==> config.mk <==
export PLATFORM = sky130hd
export DESIGN_NAME = packet_length_framer
export DESIGN_NICKNAME = d
export VERILOG_FILES = /design/src/rtl/plf_pkg.sv /design/src/rtl/packet_length_framer.sv /design/src/rtl/plf_cfg.sv /design/src/rtl/plf_core.sv
export SDC_FILE = /design/constraint.sdc
export NUM_CORES = 1
export LEC_CHECK = 0
export ABC_CLOCK_PERIOD_IN_PS = 11010
export BUFFER_PORTS_ARGS = -buffer_cell sky130_fd_sc_hd__buf_4
export CAP_MARGIN = 20
export CORE_MARGIN = 10
export CORE_UTILIZATION = 50
export DETAILED_ROUTE_END_ITERATION = 6
export PLACE_DENSITY = 0.66
export SLEW_MARGIN = 5
export SYNTH_ARGS = -nofsm -noshare
export SYNTH_HDL_FRONTEND = slang
export SYNTH_SLANG_ARGS = --single-unit
==> constraint.sdc <==
create_clock -name clk -period 11.01 [get_ports clk]
set_input_delay 2.7525 -clock clk [delete_from_list [all_inputs] [get_ports clk]]
set_output_delay 2.7525 -clock clk [all_outputs]
set_load 0.01 [all_outputs]
==> src/rtl/plf_pkg.sv <==
// plf_pkg: shared types, codes and constants of the packet length framer.
// No dependencies.

package plf_pkg;

	typedef enum logic [3:0] {
		MODE_RAW      = 4'd0,
		MODE_ONE      = 4'd1,
		MODE_TWO      = 4'd2,
		MODE_FOUR     = 4'd3,
		MODE_RECMARK  = 4'd4,
		MODE_ASN1     = 4'd5,
		MODE_GIOP     = 4'd6,
		MODE_FCGI     = 4'd7,
		MODE_LINE     = 4'd8,
		MODE_HTTP     = 4'd9,
		MODE_HTTP_HDR = 4'd10,
		MODE_TPKT     = 4'd11,
		MODE_TLS      = 4'd12
	} mode_t;

	localparam logic [1:0] REG_MODE  = 2'd0;
	localparam logic [1:0] REG_MAX   = 2'd1;
	localparam logic [1:0] REG_TRUNC = 2'd2;
	localparam logic [1:0] REG_DELIM = 2'd3;

	localparam logic [31:0] LEN_LIMIT = 32'h7fff_ffff;
	localparam int          HDR_DEPTH = 12;

	localparam logic [2:0] ASN_TAG      = 3'd0;
	localparam logic [2:0] ASN_LONG_TAG = 3'd1;
	localparam logic [2:0] ASN_LEN      = 3'd2;
	localparam logic [2:0] ASN_LONG_LEN = 3'd3;
	localparam logic [2:0] ASN_SKIP     = 3'd4;

	typedef struct packed {
		logic [3:0]  mode;
		logic [31:0] max_len;
		logic [31:0] cut_len;
		logic [7:0]  delim;
	} cfg_t;

	// scan state, updated on each accepted start byte and each accepted byte of an unfinished frame
	typedef struct packed {
		logic [31:0] count;
		logic [2:0]  asn_phase;
		logic [2:0]  asn_left;
		logic [31:0] acc;
		logic        hdr_mode;
		logic [31:0] pend;
		logic        done;
	} scan_t;

	// idle scan: waiting for a start byte
	localparam scan_t SCAN_IDLE = '{count: 32'd0, asn_phase: ASN_TAG, asn_left: 3'd0,
		acc: 32'd0, hdr_mode: 1'b0, pend: 32'd0, done: 1'b1};

	typedef struct packed {
		logic        emit;
		logic        err;
		logic [30:0] len;
	} res_t;

endpackage

==> src/rtl/packet_length_framer.sv <==
// packet_length_framer: top level; input register, scan core, result register.
// Depends on plf_pkg, plf_cfg, plf_core.
//
// channel  | valid    | stall     | payload
// input    | in_valid | in_stall  | data_byte, first_byte, in_headers
// result   | out_valid| out_stall | verdict, total_length
// config   | cfg_we   | -         | cfg_index, cfg_data
//
// One byte per clock while in_stall is low; an accepted byte is scanned from the input
// register and its verdict, if any, is then registered in the result register.
// Input stall only rises when the result register is full and stalled.
// Reset leaves the framer waiting for a start byte with config registers at defaults.

module packet_length_framer (
	input  logic        clk,
	input  logic        arst_n,
	input  logic        in_valid,
	output logic        in_stall,
	input  logic [7:0]  data_byte,
	input  logic        first_byte,
	input  logic        in_headers,
	output logic        out_valid,
	input  logic        out_stall,
	output logic        verdict,
	output logic [30:0] total_length,
	input  logic        cfg_we,
	input  logic [1:0]  cfg_index,
	input  logic [31:0] cfg_data
);

	plf_pkg::cfg_t cfg;
	plf_pkg::res_t res;
	logic       v_s1;
	logic [7:0] b_s1;
	logic       f_s1, h_s1;
	logic       adv;
	logic       ov_q, vd_q;
	logic [30:0] len_q;

	plf_cfg u_cfg (
		.clk, .arst_n, .cfg_we, .cfg_index, .cfg_data, .cfg
	);

	// stage 1 moves on unless the result register is full and stalled
	assign adv      = !(ov_q && out_stall);
	assign in_stall = !adv;

	plf_core u_core (
		.clk, .arst_n,
		.step(v_s1 && adv), .b(b_s1), .first(f_s1), .hdrs(h_s1),
		.cfg, .res
	);

	always_ff @(posedge clk or negedge arst_n) begin
		if (!arst_n) begin
			v_s1 <= 1'b0;
			ov_q <= 1'b0;
		end else if (adv) begin
			v_s1 <= in_valid;
			ov_q <= v_s1 && res.emit;
		end
	end

	always_ff @(posedge clk) begin
		if (adv) begin
			b_s1  <= data_byte;
			f_s1  <= first_byte;
			h_s1  <= in_headers;
			vd_q  <= res.err;
			len_q <= res.len;
		end
	end

	assign out_valid    = ov_q;
	assign verdict      = vd_q;
	assign total_length = len_q;

endmodule

==> src/rtl/plf_cfg.sv <==
// plf_cfg: configuration register file of the framer.
// Depends on plf_pkg.

module plf_cfg (
	input  logic                clk,
	input  logic                arst_n,
	input  logic                cfg_we,
	input  logic [1:0]          cfg_index,
	input  logic [31:0]         cfg_data,
	output plf_pkg::cfg_t       cfg
);

	plf_pkg::cfg_t cfg_q;

	always_ff @(posedge clk or negedge arst_n) begin
		if (!arst_n) begin
			cfg_q.mode    <= plf_pkg::MODE_RAW;
			cfg_q.max_len <= 32'd0;
			cfg_q.cut_len <= 32'd0;
			cfg_q.delim   <= 8'd10;
		end else if (cfg_we) begin
			unique case (cfg_index)
				plf_pkg::REG_MODE:  cfg_q.mode    <= cfg_data[3:0];
				plf_pkg::REG_MAX:   cfg_q.max_len <= cfg_data;
				plf_pkg::REG_TRUNC: cfg_q.cut_len <= cfg_data;
				plf_pkg::REG_DELIM: cfg_q.delim   <= cfg_data[7:0];
				default: ;
			endcase
		end
	end

	assign cfg = cfg_q;

endmodule

==> src/rtl/plf_core.sv <==
// plf_core: per-byte scan state and verdict logic, one byte per cycle while step is high.
// Depends on plf_pkg.

module plf_core (
	input  logic           clk,
	input  logic           arst_n,
	input  logic           step,
	input  logic [7:0]     b,
	input  logic           first,
	input  logic           hdrs,
	input  plf_pkg::cfg_t  cfg,
	output plf_pkg::res_t  res
);

	plf_pkg::scan_t st_q, st_d;
	logic [7:0] hb_q [plf_pkg::HDR_DEPTH];
	logic [7:0] h [plf_pkg::HDR_DEPTH];

	logic [31:0] n;
	logic        active;
	logic        e_err, e_len;
	logic [32:0] e_val;
	logic        pl_en;
	logic [31:0] pl_h, pl_p;
	logic [32:0] pl_sum;
	logic        pl_over;
	logic [31:0] lim, k32, p;
	logic        hdr_http;
	logic [6:0]  k;
	logic [15:0] v16;

	// header view including the byte of this cycle
	always_comb begin
		for (int i = 0; i < plf_pkg::HDR_DEPTH; i++)
			h[i] = (n == 32'(i + 1)) ? b : hb_q[i];
	end

	always_comb begin
		st_d    = st_q;
		e_err   = 1'b0;
		e_len   = 1'b0;
		e_val   = '0;
		pl_en   = 1'b0;
		pl_h    = '0;
		pl_p    = '0;
		k       = b[6:0];
		k32     = {25'd0, b[6:0]};
		p       = st_q.pend;
		v16     = {1'b0, h[0][6:0], h[1]};
		lim     = (cfg.max_len != 0) ? cfg.max_len : cfg.cut_len;
		hdr_http = (cfg.mode == plf_pkg::MODE_HTTP_HDR) || st_d.hdr_mode;
		if (first) begin
			st_d.count     = '0;
			st_d.asn_phase = plf_pkg::ASN_TAG;
			st_d.asn_left  = '0;
			st_d.acc       = '0;
			st_d.pend      = '0;
			st_d.hdr_mode  = hdrs;
			st_d.done      = 1'b0;
			p              = '0;
			hdr_http = (cfg.mode == plf_pkg::MODE_HTTP_HDR) || hdrs;
		end
		active = step && !st_d.done;
		if (st_d.count != 32'hffff_ffff)
			st_d.count = st_d.count + 32'd1;
		n = st_d.count;
		if (active) begin
			unique case (cfg.mode)
				plf_pkg::MODE_RAW: begin
					e_len = 1'b1; e_val = {1'b0, n};
				end
				plf_pkg::MODE_ONE: if (n == 1) begin
					pl_en = 1'b1; pl_h = 32'd1; pl_p = {24'd0, h[0]};
				end
				plf_pkg::MODE_TWO: if (n == 2) begin
					pl_en = 1'b1; pl_h = 32'd2; pl_p = {16'd0, h[0], h[1]};
				end
				plf_pkg::MODE_FOUR: if (n == 4) begin
					pl_en = 1'b1; pl_h = 32'd4; pl_p = {h[0], h[1], h[2], h[3]};
				end
				plf_pkg::MODE_RECMARK: if (n == 4) begin
					pl_en = 1'b1; pl_h = 32'd4; pl_p = {1'b0, h[0][6:0], h[1], h[2], h[3]};
				end
				plf_pkg::MODE_ASN1: begin
					priority case (st_q.asn_phase & {3{!first}})
						plf_pkg::ASN_TAG:
							st_d.asn_phase = (b[4:0] == 5'h1f) ? plf_pkg::ASN_LONG_TAG
								: plf_pkg::ASN_LEN;
						plf_pkg::ASN_LONG_TAG:
							if (!b[7]) st_d.asn_phase = plf_pkg::ASN_LEN;
						plf_pkg::ASN_LEN: begin
							if (!b[7] || k == 0) begin
								pl_en = 1'b1; pl_h = n; pl_p = k32;
							end else if (k <= 4) begin
								st_d.acc = '0; st_d.asn_left = k[2:0];
								st_d.asn_phase = plf_pkg::ASN_LONG_LEN;
							end else begin
								st_d.acc = k32; st_d.asn_left = '0;
								st_d.asn_phase = plf_pkg::ASN_SKIP;
							end
						end
						plf_pkg::ASN_LONG_LEN: begin
							st_d.acc = {st_q.acc[23:0], b};
							st_d.asn_left = st_q.asn_left - 3'd1;
							if (st_d.asn_left == 0) begin
								pl_en = 1'b1; pl_h = n; pl_p = st_d.acc;
							end
						end
						default: begin
							if (st_q.acc != 0) st_d.acc = st_q.acc - 32'd1;
							if (st_d.acc == 0) e_err = 1'b1;
						end
					endcase
				end
				plf_pkg::MODE_GIOP: if (n == 12) begin
					if (h[0] != "G" || h[1] != "I" || h[2] != "O" || h[3] != "P")
						e_err = 1'b1;
					else begin
						pl_en = 1'b1; pl_h = 32'd12;
						pl_p = h[6][0] ? {h[11], h[10], h[9], h[8]}
							: {h[8], h[9], h[10], h[11]};
					end
				end
				plf_pkg::MODE_FCGI: if (n == 8) begin
					if (h[0] != 8'h01) e_err = 1'b1;
					else begin
						pl_en = 1'b1; pl_h = 32'd8;
						pl_p = {16'd0, h[4], h[5]} + {24'd0, h[6]};
					end
				end
				plf_pkg::MODE_LINE: begin
					if (cfg.max_len != 0 && n > cfg.max_len) e_err = 1'b1;
					else if (b == cfg.delim) begin
						e_len = 1'b1;
						e_val = (cfg.cut_len != 0 && n > cfg.cut_len)
							? {1'b0, cfg.cut_len} : {1'b0, n};
					end else if (cfg.cut_len != 0 && n >= cfg.cut_len) begin
						e_len = 1'b1; e_val = {1'b0, cfg.cut_len};
					end
				end
				plf_pkg::MODE_HTTP, plf_pkg::MODE_HTTP_HDR: begin
					st_d.pend = '0;
					if (b == 8'h0a && (n == 1 || (n == 2 && h[0] == 8'h0d))) begin
						e_len = 1'b1; e_val = {1'b0, n};
						st_d.pend = p;
					end else if (p != 0) begin
						if (!((b == 8'h20 || b == 8'h09) && p > 2)) begin
							if (lim != 0 && p > lim) e_err = 1'b1;
							else begin e_len = 1'b1; e_val = {1'b0, p}; end
						end else if (lim != 0 && n >= lim) e_err = 1'b1;
					end else if (b == 8'h0a) begin
						if (lim != 0 && n > lim) e_err = 1'b1;
						else if (!hdr_http) begin e_len = 1'b1; e_val = {1'b0, n}; end
						else st_d.pend = n;
					end else if (lim != 0 && n >= lim) e_err = 1'b1;
				end
				plf_pkg::MODE_TPKT: if (n == 4) begin
					if (h[0] != 8'd3 || {h[2], h[3]} < 16'd4) e_err = 1'b1;
					else begin
						pl_en = 1'b1; pl_h = 32'd4;
						pl_p = {16'd0, h[2], h[3]} - 32'd4;
					end
				end
				plf_pkg::MODE_TLS: if (n == 5) begin
					pl_h = 32'd5;
					if (h[0][7] && h[2] == 8'd1) begin
						if (v16 < 16'd3) e_err = 1'b1;
						else begin pl_en = 1'b1; pl_p = {16'd0, v16} - 32'd3; end
					end else begin
						pl_en = 1'b1; pl_p = {16'd0, h[3], h[4]};
					end
				end
				default: e_err = 1'b1;
			endcase
		end
		pl_sum  = {1'b0, pl_h} + {1'b0, pl_p};
		pl_over = cfg.max_len != 0 && pl_p > cfg.max_len;
		res.emit = e_err || e_len || pl_en;
		res.err  = e_err || (pl_en && (pl_over || pl_sum > {1'b0, plf_pkg::LEN_LIMIT}))
			|| (e_len && e_val > {1'b0, plf_pkg::LEN_LIMIT});
		res.len  = res.err ? 31'd0 : (pl_en ? pl_sum[30:0] : e_val[30:0]);
		if (res.emit) st_d.done = 1'b1;
	end

	always_ff @(posedge clk or negedge arst_n) begin
		if (!arst_n) begin
			st_q <= plf_pkg::SCAN_IDLE;
		end else if (step && (first || !st_q.done)) begin
			st_q <= st_d;
		end
	end

	always_ff @(posedge clk) begin
		if (active) begin
			for (int i = 0; i < plf_pkg::HDR_DEPTH; i++)
				if (n == 32'(i + 1)) hb_q[i] <= b;
		end
	end

endmodule
==> impl_results.md <==
- Final Max Tran Viols: 0
- Total track usage: 37.3%
- VDD IR-drop max: approximately 0.17 mV
- Synth unique cells: 118
- Area fraction in and, or, nand and nor cells after synthesis: 22.4%
- Via density: 7.10
- Arrival time at the worst endpoint: around 11 ns
- Multiplexer area fraction after synthesis: 6.76%
- Initial antenna violation count: 6
- CTS tree: built
- Failing checks: design-rule violations
- Initial Utilization: between 50% and 60%
- Post-route cell area: 29300 sq um
- Post-Syn Area: about 26000 sq um
- Synth Area in Compound Gates: roughly 22%
- Power per cell area: 160 nW/um^2
- Core Rows: 84
- Clk sink count: 304
- CP peak stage delay: 0.75 ns
- Io pins: 83
- Clock skew: approximately 0.027 ns
- Met3 GRT Util: approximately 12%
- XOR/XNOR Fraction of Synth Area: under 10%
- Final worst setup slack: 0.525 ns
- Share of the synthesized area in the top cell type: 16.9%
- Die height: approximately 250 microns
- Mean Syn Cell Area: around 8.5 sq um
- Nets: between 3000 and 4000
- Top Usage Layer GRT: met1
- Remaining DRCs: 9
- Clock Latency Late Sink: 0.58 ns
- CP Max Fanout: 17
- Routed WL: about 120 mm
- Pleak: 12.5 nW
- Setup_tns: 0 ns
- CP most frequent cell: a21oi_1
- Worst-margin pin slew: 1.22 ns
- Max cap viols: 0
- Unrepaired setup endpoints after global routing: no
- Final Wtd Congestion: 1.13
- Reg clk slew, reported paths: around 0.060 ns
- Area leader, netlist: dfrtp_1
- Total power draw: 4.67 mW
- Final Cycle Share: 95.2%
- DP Worst Slack: about 0.16 ns
- Syn_nets: between 3000 and 4000
- TritonRoute pass-1 iters: 7
- Synth area leaders: dfrtp_1 (17%), edfxtp_1 (14%), ha_1 (9.1%)
- Top FF cell, synth: dfrtp_1
- Finish-stage setup viols: 0
- Critical path data required time: between 10 and 15 ns
- Core area: between 50000 and 60000 sq um
- Post-synth EDFFs: ~120
- Root buf cell: clkbuf_16
- Clk buf depth: 3
- Hold WS: 0.478 ns
- Hold WC Path Type: register to register
- Dpl cell area: approximately 28000 sq um
- DP Cell Count: 3816
- Area Overhead vs Synth: 10.5%
- ANT nets after route: 0
- Max Clk Rate: about 95 MHz
- First-pass GRT wire length: 177 mm
- Slowest CP cell: or4_1
- Port Buffers: between 80 and 90
- Vias in the first global route: ~26000
- Pin count of the biggest net entering global routing: 74
- Final Core Density: 55.7%
- Vias: 27600
- Slew HR: 18.9%
- TritonCTS Buffers: 37
- Crit end category: register
- Most frequent cells in the layout: nand2_1 (307), nor2_1 (253), o21ai_0 (240), a21oi_1 (227), ha_1 (193)
- Synth warn: 0
- Routing usage on met2: around 51%
- Synth Instances: 3127
- Setup CP Type: register to register
- 1st-iter DRT viols: about 4500
- Synth Area in Adders: 9.45%
- Largest family of logic cells by synthesized area: simple AND/OR/NAND/NOR gates
- Sequential share of the synthesized area: 31.0%
- Most common cell after layout, fill and taps aside: nand2_1
- Fraction of layout cells with a size suffix above 1: 14.2%
- # H-tree levels: 2
- Status: finished with violations
- Final count of hold timing violations: 0
- Final min period: 10.48 ns
- Met1 Usage GRT: 52.7%
- Post-route insts no fill: between 3000 and 4000
- Grt ovf: 0
- Die area: 62600 sq um
- DR WL/cell: 31.4 microns
- Final HPWL DP: 94.8 mm
- Async SR Flop Fraction: roughly 60%
- Post-synthesis register bit count: between 300 and 400
- Die W: ~250 microns
- Critical Path Source Type: register
-- worst max-delay path: cells and delay by family (launching register included) --
kind / cells / cell delay (ns)
AND/OR/NAND/NOR: 10 / 2.80
adder cells (fa/ha/maj): 3 / 0.95
flip-flops: 1 / 0.56
multiplexers: 3 / 1.00
AO/OA/AOI/OAI: 16 / 3.86
XOR/XNOR: 1 / 0.15
buffers and inverters: 5 / 0.84
-- cell families (layout without fill, tap and decap cells) --
| kind of cell | count (synthesis) | count (layout) |
|---|---|---|
| AOI/OAI and AO/OA | 878 | 878 |
| xor gates and xnor gates | 105 | 105 |
| adders and majority gates | 200 | 200 |
| buffers and inverters | 321 | 392 |
| DFF | 304 | 304 |
| muxes | 162 | 162 |
| other | 0 | 4 |
| and+or+nand+nor | 1157 | 1157 |
-- per-layer routing --
| layer | share of wire (%) | vias up |
|---|---|---|
| li1 | - | 11700 |
| met1 | 41 | 13300 |
| met2 | 39 | 2166 |
| met3 | 15 | 375 |
| met4 | 5.0 | 6 |
| met5 | 0.030 | - |
-- power by group --
group | switching, mW | internal, mW | leakage [nW] | total [mW]
clock | 0.538 | 0.777 | 0.606 | 1.32
combinational | 1.18 | 0.552 | 8.35 | 1.73
sequential | 0.274 | 1.35 | 3.56 | 1.62
-- Yosys cell counts (all sizes together), types with 81 or more instances --
library cell / n
ha: 193
mux2: 104
nor2: 253
nand2: 310
nand4: 81
clkbuf: 136
o21ai: 243
dfrtp: 179
edfxtp: 122
inv: 141
nor3: 89
a21oi: 243
-- timing repair --
action	in CTS	in global routing
hold buffers	0	0
setup endpoints to repair	0	32
resized for setup	0	4
buffers inserted	0	2
endpoints found under the hold margin	0	0
-- final cells by class --
class | count | area, sq um
flip-flops and latches | 304 | 8220
multi-input cells | 2502 | 17000
diodes | 4 | 10.0
repair buffers | 184 | 1380
well taps | 688 | 861
clock inverters | 17 | 234
inverters | 141 | 529
clock buffers | 50 | 1030
fillers | 4842 | 23300
-- flip-flops by register name, indices dropped and copies added (netlist names) --
signal and count:
u_core.st_q 104, u_core.hb_q 80, u_cfg.cfg 76, total_length 31, b_s1 8, f_s1 1
h_s1 1, out_valid 1, v_s1 1, verdict 1
-- final timing paths --
check                                             from                            end  slack (ns)  cells after the start
max                                     f_s1$_DFFE_PN_  total_length[1]$_SDFFCE_PP0N_        0.53                     38
min in group asynchronous                       arst_n    u_core.st_q[12]$_DFFE_PN0P_        2.15                      1
max in group asynchronous                       arst_n    u_core.st_q[70]$_DFFE_PN0P_        7.57                      2
min                        u_core.st_q[32]$_DFFE_PN0P_    u_core.st_q[32]$_DFFE_PN0P_        0.48                      2
max reg2reg                             f_s1$_DFFE_PN_  total_length[1]$_SDFFCE_PP0N_        0.53                     38
min reg2reg                u_core.st_q[32]$_DFFE_PN0P_    u_core.st_q[32]$_DFFE_PN0P_        0.48                      2
Power figures use the tool's default switching activity.
